### src/rtl/rte_pkg.sv
// Shared types, constants and the character classifier for the text run extractor.
package rte_pkg;

    // Widths of reported fields.
    localparam int ADDR_OUT_W = 16;
    localparam int CHAR_W     = 8;
    localparam int MIN_LEN_W  = 7;
    // Wide enough for a run length at the largest supported buffer depth.
    localparam int CNT_W      = 12;
    localparam int TDATA_W    = 40;

    localparam logic [CHAR_W-1:0] SPACE_CH    = 8'h20;
    localparam logic [CHAR_W-1:0] FILL_CH     = 8'h5F;
    localparam logic [CHAR_W-1:0] BLANK_IN_RUN = 8'hFF;

    localparam logic [MIN_LEN_W-1:0] MIN_LEN_RESET = 7'd4;

    typedef enum logic
    {
        KIND_RUN      = 1'b0,
        KIND_OVERFLOW = 1'b1
    } rte_kind_t;

    // One report handed from the front end to the readout side.
    typedef struct packed
    {
        rte_kind_t             kind;
        logic                  bank;
        logic [CNT_W-1:0]      count;
        logic [ADDR_OUT_W-1:0] start_addr;
        logic [ADDR_OUT_W-1:0] end_addr;
    } rte_job_t;

    // Release of a buffer bank once its report has been read out.
    typedef struct packed
    {
        logic valid;
        logic bank;
    } rte_free_t;

    function automatic logic is_text(input logic [CHAR_W-1:0] c);
        logic hit;
        hit = c inside {[8'h30:8'h39], [8'h41:8'h5A], 8'h20, 8'h2D, 8'h3A, 8'h21,
                        8'h2C, 8'h2E, 8'h27, 8'h22, 8'h25};
        return hit;
    endfunction

endpackage

### src/rtl/rte_front.sv
// Front end: classifies input bytes, tracks runs and fills the run buffer banks.
module rte_front
    import rte_pkg::*;
#(
    parameter int MAX_LEN   = 64,
    parameter int ADDR_BITS = 16
)
(
    input  logic                         clk,
    input  logic                         rst_n,
    input  logic                         s_tvalid,
    output logic                         s_tready,
    input  logic [CHAR_W-1:0]            s_tdata,
    input  logic                         cfg_we,
    input  logic [MIN_LEN_W-1:0]         cfg_wdata,
    output logic                         wr_en,
    output logic [$clog2(MAX_LEN):0]     wr_addr,
    output logic [CHAR_W-1:0]            wr_data,
    output logic                         q_push,
    output rte_job_t                     q_job,
    input  logic                         q_full,
    input  rte_free_t                    bank_free
);

    localparam int IDX_W = $clog2(MAX_LEN);
    localparam int CMP_W = (IDX_W > MIN_LEN_W) ? IDX_W : MIN_LEN_W;
    localparam int AW_W  = (ADDR_BITS > ADDR_OUT_W) ? ADDR_BITS : ADDR_OUT_W;

    logic [MIN_LEN_W-1:0] min_len_reg;
    logic [ADDR_BITS-1:0] position_reg, position_next;
    logic                 in_run_reg, in_run_next;
    logic [IDX_W-1:0]     run_length_reg, run_length_next;
    logic [ADDR_BITS-1:0] run_start_reg, run_start_next;
    logic                 halted_reg, halted_next;
    logic                 bank_reg, bank_next;
    logic [1:0]           busy_reg, busy_next;

    logic [CHAR_W-1:0]    c_eff;
    logic                 txt;
    logic                 accept;
    logic [ADDR_BITS-1:0] start_now;
    logic [ADDR_BITS-1:0] end_pos;
    logic [AW_W-1:0]      start_wide, end_wide, pos_wide;

    always_comb
    begin
        c_eff = (in_run_reg && (s_tdata == BLANK_IN_RUN)) ? SPACE_CH : s_tdata;
        txt   = is_text(c_eff);

        s_tready = halted_reg || (!busy_reg[bank_reg] && !q_full);
        accept   = s_tvalid && s_tready && !halted_reg;

        start_now  = in_run_reg ? run_start_reg : position_reg;
        end_pos    = position_reg - ADDR_BITS'(1);
        start_wide = AW_W'(start_now);
        end_wide   = AW_W'(end_pos);
        pos_wide   = AW_W'(position_reg);

        wr_en   = accept && txt;
        wr_addr = {bank_reg, run_length_reg};
        wr_data = c_eff;

        q_push           = 1'b0;
        q_job.kind       = KIND_RUN;
        q_job.bank       = bank_reg;
        q_job.count      = CNT_W'(run_length_reg);
        q_job.start_addr = start_wide[ADDR_OUT_W-1:0];
        q_job.end_addr   = end_wide[ADDR_OUT_W-1:0];

        position_next   = position_reg;
        in_run_next     = in_run_reg;
        run_length_next = run_length_reg;
        run_start_next  = run_start_reg;
        halted_next     = halted_reg;
        bank_next       = bank_reg;
        busy_next       = busy_reg;

        if (bank_free.valid)
        begin
            busy_next[bank_free.bank] = 1'b0;
        end

        if (accept)
        begin
            position_next = position_reg + ADDR_BITS'(1);
            if (txt)
            begin
                run_length_next = run_length_reg + IDX_W'(1);
                run_start_next  = start_now;
                in_run_next     = 1'b1;
                if (run_length_reg == IDX_W'(MAX_LEN - 1))
                begin
                    q_push         = 1'b1;
                    q_job.kind     = KIND_OVERFLOW;
                    q_job.end_addr = pos_wide[ADDR_OUT_W-1:0];
                    halted_next    = 1'b1;
                end
            end
            else if (in_run_reg)
            begin
                in_run_next     = 1'b0;
                run_length_next = '0;
                if (CMP_W'(run_length_reg) >= CMP_W'(min_len_reg))
                begin
                    q_push              = 1'b1;
                    busy_next[bank_reg] = 1'b1;
                    bank_next           = ~bank_reg;
                end
            end
        end
    end

    always_ff @(posedge clk or negedge rst_n)
    begin
        if (!rst_n)
        begin
            min_len_reg    <= MIN_LEN_RESET;
            position_reg   <= '0;
            in_run_reg     <= 1'b0;
            run_length_reg <= '0;
            run_start_reg  <= '0;
            halted_reg     <= 1'b0;
            bank_reg       <= 1'b0;
            busy_reg       <= '0;
        end
        else
        begin
            if (cfg_we)
            begin
                min_len_reg <= cfg_wdata;
            end
            position_reg   <= position_next;
            in_run_reg     <= in_run_next;
            run_length_reg <= run_length_next;
            run_start_reg  <= run_start_next;
            halted_reg     <= halted_next;
            bank_reg       <= bank_next;
            busy_reg       <= busy_next;
        end
    end

endmodule

### src/rtl/rte_queue.sv
// Two-entry report queue between the front end and the readout side.
module rte_queue
    import rte_pkg::*;
(
    input  logic     clk,
    input  logic     rst_n,
    input  logic     push,
    input  rte_job_t push_job,
    output logic     full,
    input  logic     pop,
    output rte_job_t head,
    output logic     empty
);

    rte_job_t   slot_reg [0:1];
    logic       wr_ptr_reg, rd_ptr_reg;
    logic [1:0] count_reg;

    assign full  = (count_reg == 2'd2);
    assign empty = (count_reg == 2'd0);
    assign head  = slot_reg[rd_ptr_reg];

    always_ff @(posedge clk)
    begin
        if (push)
        begin
            slot_reg[wr_ptr_reg] <= push_job;
        end
    end

    always_ff @(posedge clk or negedge rst_n)
    begin
        if (!rst_n)
        begin
            wr_ptr_reg <= 1'b0;
            rd_ptr_reg <= 1'b0;
            count_reg  <= '0;
        end
        else
        begin
            if (push)
            begin
                wr_ptr_reg <= ~wr_ptr_reg;
            end
            if (pop)
            begin
                rd_ptr_reg <= ~rd_ptr_reg;
            end
            if (push && !pop)
            begin
                count_reg <= count_reg + 2'd1;
            end
            else if (pop && !push)
            begin
                count_reg <= count_reg - 2'd1;
            end
        end
    end

endmodule

### src/rtl/rte_back.sv
// Readout side: holds the run buffer and plays reports out last character first.
module rte_back
    import rte_pkg::*;
#(
    parameter int MAX_LEN = 64
)
(
    input  logic                     clk,
    input  logic                     rst_n,
    input  logic                     wr_en,
    input  logic [$clog2(MAX_LEN):0] wr_addr,
    input  logic [CHAR_W-1:0]        wr_data,
    input  rte_job_t                 q_head,
    input  logic                     q_empty,
    output logic                     q_pop,
    output rte_free_t                bank_free,
    output logic                     m_tvalid,
    input  logic                     m_tready,
    output logic [TDATA_W-1:0]       m_tdata,
    output logic                     m_tuser,
    output logic                     m_tlast
);

    localparam int IDX_W = $clog2(MAX_LEN);

    typedef enum logic [2:0]
    {
        B_IDLE = 3'b001,
        B_READ = 3'b010,
        B_EMIT = 3'b100
    } rte_bstate_t;

    logic [CHAR_W-1:0] mem [0:(2**(IDX_W+1))-1];
    logic [CHAR_W-1:0] rd_data_reg;
    logic [IDX_W:0]    rd_addr;

    rte_bstate_t       state_reg, state_next;
    rte_job_t          job_reg, job_next;
    logic [IDX_W-1:0]  idx_reg, idx_next;
    logic [CHAR_W-1:0] char_reg, char_next;
    logic              last_reg, last_next;
    rte_kind_t         kind_reg, kind_next;

    always_ff @(posedge clk)
    begin
        if (wr_en)
        begin
            mem[wr_addr] <= wr_data;
        end
        rd_data_reg <= mem[rd_addr];
    end

    always_comb
    begin
        state_next = state_reg;
        job_next   = job_reg;
        idx_next   = idx_reg;
        char_next  = char_reg;
        last_next  = last_reg;
        kind_next  = kind_reg;
        rd_addr    = {job_reg.bank, idx_reg};
        q_pop      = 1'b0;
        bank_free  = '0;

        case (state_reg)
            B_IDLE:
            begin
                rd_addr = {q_head.bank, q_head.count[IDX_W-1:0] - IDX_W'(1)};
                if (!q_empty)
                begin
                    q_pop    = 1'b1;
                    job_next = q_head;
                    idx_next = q_head.count[IDX_W-1:0] - IDX_W'(1);
                    if (q_head.kind == KIND_OVERFLOW)
                    begin
                        char_next  = '0;
                        last_next  = 1'b1;
                        kind_next  = KIND_OVERFLOW;
                        state_next = B_EMIT;
                    end
                    else
                    begin
                        state_next = B_READ;
                    end
                end
            end
            B_READ:
            begin
                char_next  = (rd_data_reg == SPACE_CH) ? FILL_CH : rd_data_reg;
                last_next  = (idx_reg == '0);
                kind_next  = KIND_RUN;
                state_next = B_EMIT;
            end
            B_EMIT:
            begin
                rd_addr = {job_reg.bank, idx_reg - IDX_W'(1)};
                if (m_tready)
                begin
                    if (last_reg)
                    begin
                        bank_free.valid = (kind_reg == KIND_RUN);
                        bank_free.bank  = job_reg.bank;
                        state_next      = B_IDLE;
                    end
                    else
                    begin
                        idx_next   = idx_reg - IDX_W'(1);
                        state_next = B_READ;
                    end
                end
            end
            default:
            begin
                state_next = B_IDLE;
            end
        endcase
    end

    always_ff @(posedge clk or negedge rst_n)
    begin
        if (!rst_n)
        begin
            state_reg <= B_IDLE;
        end
        else
        begin
            state_reg <= state_next;
        end
    end

    always_ff @(posedge clk)
    begin
        job_reg  <= job_next;
        idx_reg  <= idx_next;
        char_reg <= char_next;
        last_reg <= last_next;
        kind_reg <= kind_next;
    end

    assign m_tvalid = (state_reg == B_EMIT);
    assign m_tdata  = {job_reg.end_addr, job_reg.start_addr, char_reg};
    assign m_tuser  = kind_reg;
    assign m_tlast  = last_reg;

endmodule

### src/rtl/rom_text_run_extractor.sv
// Top level of the text run extractor: front end, report queue and readout side.
// Throughput: one byte request per cycle while the run's bank is free and the queue has room.
// A reported run is played out one character at a time, each read before it is shown.
// A report is queued, popped in B_IDLE and read in B_READ before its first character is valid.
// Reset (rst_n, asynchronous, active low) clears control state and sets min_len to 4.
// The run buffer is not cleared; no clearing pass is needed, so requests are taken at once.

module rom_text_run_extractor
    import rte_pkg::*;
#(
    parameter int MAX_LEN   = 64,
    parameter int ADDR_BITS = 16
)
(
    input  logic                  clk,
    input  logic                  rst_n,
    // Byte request stream. s_tdata: byte_req [7:0].
    input  logic                  s_tvalid,
    output logic                  s_tready,
    input  logic [CHAR_W-1:0]     s_tdata,
    // Minimum reported run length register.
    input  logic                  cfg_we,
    input  logic [MIN_LEN_W-1:0]  cfg_wdata,
    // Report stream. m_tdata: character [7:0], start_addr [23:8], end_addr [39:24].
    output logic                  m_tvalid,
    input  logic                  m_tready,
    output logic [TDATA_W-1:0]    m_tdata,
    // m_tuser: kind [0], zero for a run character, one for the overflow error.
    output logic                  m_tuser,
    output logic                  m_tlast
);

    localparam int IDX_W = $clog2(MAX_LEN);

    logic              wr_en;
    logic [IDX_W:0]    wr_addr;
    logic [CHAR_W-1:0] wr_data;
    logic              q_push;
    logic              q_pop;
    logic              q_full;
    logic              q_empty;
    rte_job_t          q_job;
    rte_job_t          q_head;
    rte_free_t         bank_free;

    // The front end classifies each byte, writes text characters into the
    // bank that holds the current run and hands finished runs to the queue.
    // Two banks let a new run be collected while the previous one is read out.
    rte_front #(
        .MAX_LEN   (MAX_LEN),
        .ADDR_BITS (ADDR_BITS)
    ) u_front (
        .clk       (clk),
        .rst_n     (rst_n),
        .s_tvalid  (s_tvalid),
        .s_tready  (s_tready),
        .s_tdata   (s_tdata),
        .cfg_we    (cfg_we),
        .cfg_wdata (cfg_wdata),
        .wr_en     (wr_en),
        .wr_addr   (wr_addr),
        .wr_data   (wr_data),
        .q_push    (q_push),
        .q_job     (q_job),
        .q_full    (q_full),
        .bank_free (bank_free)
    );

    // The queue decouples run detection from the slower character playout.
    rte_queue u_queue (
        .clk      (clk),
        .rst_n    (rst_n),
        .push     (q_push),
        .push_job (q_job),
        .full     (q_full),
        .pop      (q_pop),
        .head     (q_head),
        .empty    (q_empty)
    );

    // The readout side owns the buffer memory and walks each run backward,
    // releasing the bank after the final character is taken.
    rte_back #(
        .MAX_LEN (MAX_LEN)
    ) u_back (
        .clk       (clk),
        .rst_n     (rst_n),
        .wr_en     (wr_en),
        .wr_addr   (wr_addr),
        .wr_data   (wr_data),
        .q_head    (q_head),
        .q_empty   (q_empty),
        .q_pop     (q_pop),
        .bank_free (bank_free),
        .m_tvalid  (m_tvalid),
        .m_tready  (m_tready),
        .m_tdata   (m_tdata),
        .m_tuser   (m_tuser),
        .m_tlast   (m_tlast)
    );

    // The front end never pushes into a full queue.
    assert property (@(posedge clk) disable iff (!rst_n) q_push |-> !q_full)
        else $error("report pushed into a full queue");

    // The readout side never pops an empty queue.
    assert property (@(posedge clk) disable iff (!rst_n) q_pop |-> !q_empty)
        else $error("report popped from an empty queue");

    // An overflow error is always a single final item with a zero character.
    assert property (@(posedge clk) disable iff (!rst_n)
        (m_tvalid && m_tuser) |-> (m_tlast && (m_tdata[CHAR_W-1:0] == '0)))
        else $error("malformed overflow item");

    // A bank is released only as the final character of a run report is taken.
    assert property (@(posedge clk) disable iff (!rst_n)
        bank_free.valid |-> (m_tvalid && m_tready && m_tlast && !m_tuser))
        else $error("buffer bank released outside the end of a report");

endmodule

### config.mk
export PLATFORM = sky130hd
export DESIGN_NAME = rom_text_run_extractor
export DESIGN_NICKNAME = d
export VERILOG_FILES = /design/src/rtl/rte_pkg.sv /design/src/rtl/rte_front.sv /design/src/rtl/rte_queue.sv /design/src/rtl/rte_back.sv /design/src/rtl/rom_text_run_extractor.sv
export SDC_FILE = /design/constraint.sdc
export NUM_CORES = 2
export LEC_CHECK = 0
export BUFFER_PORTS_ARGS = -buffer_cell sky130_fd_sc_hd__buf_4
export CORE_AREA = 2 2 355 357
export CTS_CLUSTER_DIAMETER = 80
export DETAILED_ROUTE_END_ITERATION = 10
export DIE_AREA = 0 0 357 359
export PLACE_DENSITY_LB_ADDON = 0.2
export SKIP_CTS_REPAIR_TIMING = 1
export SLEW_MARGIN = 20
export SYNTH_ARGS = -nofsm -noshare
export SYNTH_HDL_FRONTEND = slang
export SYNTH_SLANG_ARGS = --single-unit
### constraint.sdc
create_clock -name clk -period 4.7 [get_ports clk]
set_clock_uncertainty 0.2 [all_clocks]
set_input_delay 0.94 -clock clk [delete_from_list [all_inputs] [get_ports clk]]
set_output_delay 0.94 -clock clk [all_outputs]
set_load 0.01 [all_outputs]
== After elaboration in Yosys (flattened, before gate mapping) ==
Memories as Yosys holds them, arrays and structs flattened. A register that Yosys moved wholly into a read port is not among the register bits.
Cells that the tools add are included.

* Add/sub/neg operators: 7
* Magnitude comparators: 9
* Eq/ne operators: 20
* Mux-type cells: 55
* Bitwise logic cells: 9
* Reduce and logical (&&, ||, !) cells: 32

{| class="wikitable"
|+ Operators by type and width
! cell !! number
|-
| $eq 8x6->1 const B || 10
|-
| $mux 16 || 4
|-
| $mux 8 || 4
|-
| $mux 6 || 5
|-
| $mux 2 || 11
|-
| $mux 1 || 20
|-
| $add 16x1->16 const B || 1
|-
| $pmux 8 s2 || 1
|-
| $sub 16x1->16 const B || 1
|-
| $pmux 7 s2 || 1
|-
| $pmux 6 s2 || 1
|-
| $sub 6x1->6 const B || 2
|-
| $logic_and 1x1->1 || 11
|-
| $reduce_bool 11->1 || 1
|-
| $mux 3 || 3
|-
| $pmux 3 s3 || 1
|-
| $eq 8x8->1 const B || 1
|-
| $ge 8x6->1 const B || 1
|-
| $ge 8x7->1 const B || 1
|-
| $le 8x6->1 const B || 1
|-
| $le 8x7->1 const B || 1
|-
| $reduce_and 2->1 || 4
|-
| $reduce_and 4->1 || 2
|-
| $reduce_bool 2->1 || 4
|-
| 24 further kinds || 40
|}

* Bits in registers: 106
* RAM bits: 1104
* Logic and storage cells: 153
* Memories: 2

{| class="wikitable"
|+ Memories
! name !! depth !! bits a word !! rd ports !! clocked after Yosys merged registers in !! wr ports !! RTL line !! text
|-
| u_back.mem || 128 || 8 || 1 || 1 || 1 || rte_back.sv:33 || <nowiki>logic [CHAR_W-1:0] mem [0:(2**(IDX_W+1))-1];</nowiki>
|-
| u_queue.slot_reg || 2 || 40 || 1 || 0 || 1 || rte_queue.sv:15 || <nowiki>rte_job_t slot_reg [0:1];</nowiki>
|}

== Longest topological paths before layout ==
* Depth in word-level cells: 16
* Gate-level depth with buffers: 17
* Mapped depth without buffers: 13

== Cells and area by module ==
From an unflattened synthesis, not the netlist that was laid out.

* Cells, all modules: 3092
* Area, all modules: 49456.2 um^2

{| class="wikitable"
|+ Modules (own cells, without submodules)
! module !! times used !! cells each !! area each (um^2) !! seq. area each (um^2)
|-
| rte_back || 1 || 2628 || 42754.8 || 32457.4
|-
| rte_queue || 1 || 159 || 3629.7 || 2862.7
|-
| rte_front || 1 || 305 || 3071.7 || 1252.5
|}

== Worst setup path before layout ==
Ideal clock, no wire load.

* Path kind: in2reg
* From: input s_tdata[0]
* To: memory u_queue.slot_reg[0][0] (netlist bit) (enable)
* Library setup time: 0.451 ns
* Data arrival time: 4.320 ns
* Required time: 4.049 ns
* Slack: -0.271 ns
* Cell stages on the path: 6
* Path through: or4_1 a22oi_1 o221a_2 nand3_1 or3_1 a21oi_1

* Cells in the longest elaborated chain, start to end: 10
* Elaborated cells on any way between the ends: 23

{| class="wikitable"
|+ Ends and longest elaborated chain
! item !! RTL line !! text
|-
| start, declared || rom_text_run_extractor.sv:20 || <nowiki>input logic [CHAR_W-1:0] s_tdata,</nowiki>
|-
| $eq 8x8->1 || rte_front.sv:47 || <nowiki>c_eff = (in_run_reg && (s_tdata == BLANK_IN_RUN)) ? SPACE_CH : s_tdata;</nowiki>
|-
| $logic_and 1x1->1 || rte_front.sv:47 ||
|-
| $mux 8 (*) || rte_front.sv:47 ||
|-
| $ge 8x6->1, or another cell as far along || rte_pkg.sv:43 || <nowiki>hit = c inside {[8'h30:8'h39], [8'h41:8'h5A], 8'h20, 8'h2D, 8'h3A, 8'h21,</nowiki>
|-
| $logic_and 1x1->1 || rte_pkg.sv:43 ||
|-
| $reduce_bool 11->1 (*) || rte_pkg.sv:43 ||
|-
| $mux 1 (*) || rte_front.sv:86 || <nowiki>if (txt)</nowiki>
|-
| $mux 1 (*) || rte_front.sv:83 || <nowiki>if (accept)</nowiki>
|-
| $mux 1 (*) || rte_queue.sv:25 || <nowiki>if (push)</nowiki>
|-
| $mux 1 (not written as such) (*) || rte_queue.sv:27 || <nowiki>slot_reg[wr_ptr_reg] <= push_job;</nowiki>
|-
| end, declared || rte_queue.sv:15 ||
|}

Mark *: on every way between the ends. The rest lies on a longest branch, timed or not.

== Final worst setup path ==
* From: register u_queue.rd_ptr_reg
* To: register u_back.rd_data_reg[3] (read register of u_back.mem)

* Cells in the longest elaborated chain, start to end: 3

{| class="wikitable"
|+ Ends and longest elaborated chain
! item !! RTL line !! text
|-
| start, declared || rte_queue.sv:16 || <nowiki>logic wr_ptr_reg, rd_ptr_reg;</nowiki>
|-
| start signal, assigned || rte_queue.sv:47 || <nowiki>rd_ptr_reg <= ~rd_ptr_reg;</nowiki>
|-
| $mem_v2 2x40 (*) || -- ||
|-
| $sub 6x1->6 || rte_back.sv:68 || <nowiki>rd_addr = {q_head.bank, q_head.count[IDX_W-1:0] - IDX_W'(1)};</nowiki>
|-
| $pmux 7 s2 (*) || rte_back.sv:65 || <nowiki>case (state_reg)</nowiki>
|-
| end, declared || rte_back.sv:34 || <nowiki>logic [CHAR_W-1:0] rd_data_reg;</nowiki>
|}

Marked as above.
A chain may end at the register's enable or synchronous reset.

==> qor.yml <==
worst_slew_pin_slew_ns: 1.05
track_usage: 0.217
setup_viol: 0
drtAntennaViolNets: 0
final_max_slew_viol_count: 0
finalHoldWorstSlack_ns: 0.0391
drive_gt1_frac: 0.142
cts_max_path_buffers: 3
ys_seq_elements: 1218
initial_core_util: 0.397
cts_tree: "built"
synthTopCellsByCount: "edfxtp_1 (1153), nand2_1 (474), nor2_1 (182), mux2i_1 (165), and3_1 (138)"
ff_latch_area_mm2: 0.0362
total_leakage_power_uw: 0.0190
met2_length_mm: 65.3
rsz0062_at_grt: "false"
yosysMostFrequentCell: "edfxtp_1"
worstPathRequired_ns: 5.22
clk_pin_slew_ns: 0.06
pwr_density_cell_mw_per_mm2: 704
gp_congestion: 0.871
synth_top_cell_by_area: "edfxtp_1"
synth_xor_area_frac: 0.00779
root_buffer: "clkbuf_16"
syn-num-nets: 3412
syn_avg_cell_area_um2: 14.6
clkLatencyLatePin_ns: 0.77
finalCriticalPeriod_ns: 4.46
ys_top_cells_by_area: "edfxtp_1 (70%), nand2_1 (3.6%), mux2i_1 (3.3%)"
rows: 130
fillers: 11100
syn_area_mm2: 0.0495
crit_arrival_ns: 4.98
top_layer: "met4"
slew_headroom: 0.298
rrSetupSlack_ns: 0.24
drc_errors: 0
drv_cap: 0
cts_buffers: 134
status: "complete, no violations"
grt_max_degree: 82
yosys_warnings: 0
tns_ns: 0
htreeDepth: 4
dieArea_mm2: 0.128
worstSetupEndpointType: "register"
synth_edf_count: 1153
grt_pass1_wl_mm: 205
synth_cells: 3379
io_buffers: 63
overflow: 0
dr_total_vias: 30000
synth-adder-area-share: 0.00329
initialDrtViolationCount: 3449
ir_worst_vdd_mv: 0.568
muxShareOfSynthArea: 0.0507
wl_mm: 140
area_growth_pct: 14.0
grt_pass1_vias: 29100
routedWlPerCell_um: 26.9
min_period_over_period: 0.949
hp-class: "input port to async pin"
max_freq_mhz: 224
antenna_cells: 0
die_h_um: 359
ys_seq_area_frac: 0.732
dp_hpwl_mm: 85.4
largest_reg_flops: 1024
fin_nets: 3496
antenna_found_initial: 1
synth_top_area_share: 0.700
multi_input_area_mm2: 0.0120
first_pass_iters: 6
ioPinCount: 64
met1_length_mm: 60.6
synth_top_family_by_area: "simple AND/OR/NAND/NOR gates"
vias_per_cell: 5.76
core_region_area_mm2: 0.125
synth_compound_area_frac: 0.0842
dr_wl_met3_mm: 9.26
yosysUniqueCellTypes: 83
async_flop_share: 0.0468
cts.sinks: 1218
ys.flop_type: "edfxtp_1"
crit_path_max_fanout: 33
hold_viol_final: 0
critical_path_class: "register to register"
synth_simple_gate_area_frac: 0.0936
die_w_um: 357
startpoint_type: "register"
==> through the flow <==
step | cells | cell area, um2 | setup slack (ns) | total power, uW | util
6_report | 5209 | 56400 | 0.238 | 39700 | 0.453
5_1_grt | 5209 | 56400 | 0.127 | 41200 | 0.453
4_1_cts | 5209 | 56400 | 0.0683 | 39700 | 0.453
3_5_place_dp | 4977 | 52300 | 0.0863 | 29900 | 0.420
3_3_place_gp | 4977 | 52300 | 0.151 | 29900 | 0.420
2_1_floorplan | 3379 | 49500 | 0.513 | 22700 | -
==> layout by cell type (no fill, tap or decap), types with 12 or more instances in the layout <==
cell / n
a311oi_1: 15
a211oi_1: 105
mux2_2: 65
nor2_1: 175
a2111oi_0: 33
nor4_1: 12
o21ai_0: 69
and3_1: 138
ha_1: 13
a32oi_1: 102
dfrtp_1: 54
nand2_1: 474
o31ai_1: 14
xnor2_1: 27
inv_1: 25
a21oi_1: 62
a31oi_1: 33
nand3_1: 94
a221oi_1: 17
xor2_1: 17
buf_12: 25
nand4_1: 36
buf_4: 194
o211ai_1: 21
clkinv_1: 22
clkbuf_16: 134
nor3_1: 12
clkbuf_1: 35
edfxtp_1: 1153
mux2i_1: 165
o311ai_0: 16
==> critical path, cell delays in order, from the launching register on <==
cell and delay, ns:
dfrtp_2 0.54, mux2i_1 0.32, ha_1 0.22, nor4b_2 0.07
a211oi_4 0.32, buf_4 0.37, nand2_8 0.31, buf_4 0.31
mux2i_1 0.15, mux4_2 0.51, o2bb2ai_1 0.23, o31ai_1 0.56
and4_1 0.26
==> area by class of cell <==
cell class / instances / share of cell area
sequential: 1218 / 0.642
multi-input combinational: 1864 / 0.213
clock buffer: 176 / 0.0635
tap: 1650 / 0.0366
timing repair buffer: 219 / 0.0347
clock inverter: 56 / 0.00845
inverter: 26 / 0.00173
==> final timing paths <==
check	cells after the start	endpoint	from
hold / removal	1	u_front.run_start_reg[10]$_DFFE_PN0P_	rst_n
hold reg to reg	2	u_front.busy_reg[1]$_DFF_PN0_	u_front.busy_reg[1]$_DFF_PN0_
setup / recovery	12	u_back.rd_data_reg[3]$_DFF_P_	u_queue.rd_ptr_reg$_DFFE_PN0P_
setup reg to reg	12	u_back.rd_data_reg[3]$_DFF_P_	u_queue.rd_ptr_reg$_DFFE_PN0P_
min in group clk	3	u_front.min_len_reg[5]$_DFFE_PN0P_	cfg_wdata[5]
max in group asynchronous	1	u_queue.rd_ptr_reg$_DFFE_PN0P_	rst_n
==> cell families after synthesis <==
| logic type | count (synthesis) |
|---|---|
| flops | 1218 |
| simple gates | 1011 |
| compound gates | 560 |
| buf+inv | 297 |
| mux | 236 |
| xor+xnor | 44 |
| fa+ha+maj | 13 |
==> metal layers <==
| metal | global-route usage | vias to the layer above |
|---|---|---|
| li1 | - | 13200 |
| met1 | 0.306 | 15400 |
| met2 | 0.337 | 1166 |
| met3 | 0.0338 | 228 |
| met4 | 0.0849 | 0 |
| met5 | 0 | - |
==> where the power goes <==
part	internal [uW]	switching (uW)	leakage, uW
sequential	12400	399	0.0112
clock	5510	4320	0.00196
combinational	5550	11500	0.00588
Power figures use the tool's default switching activity.
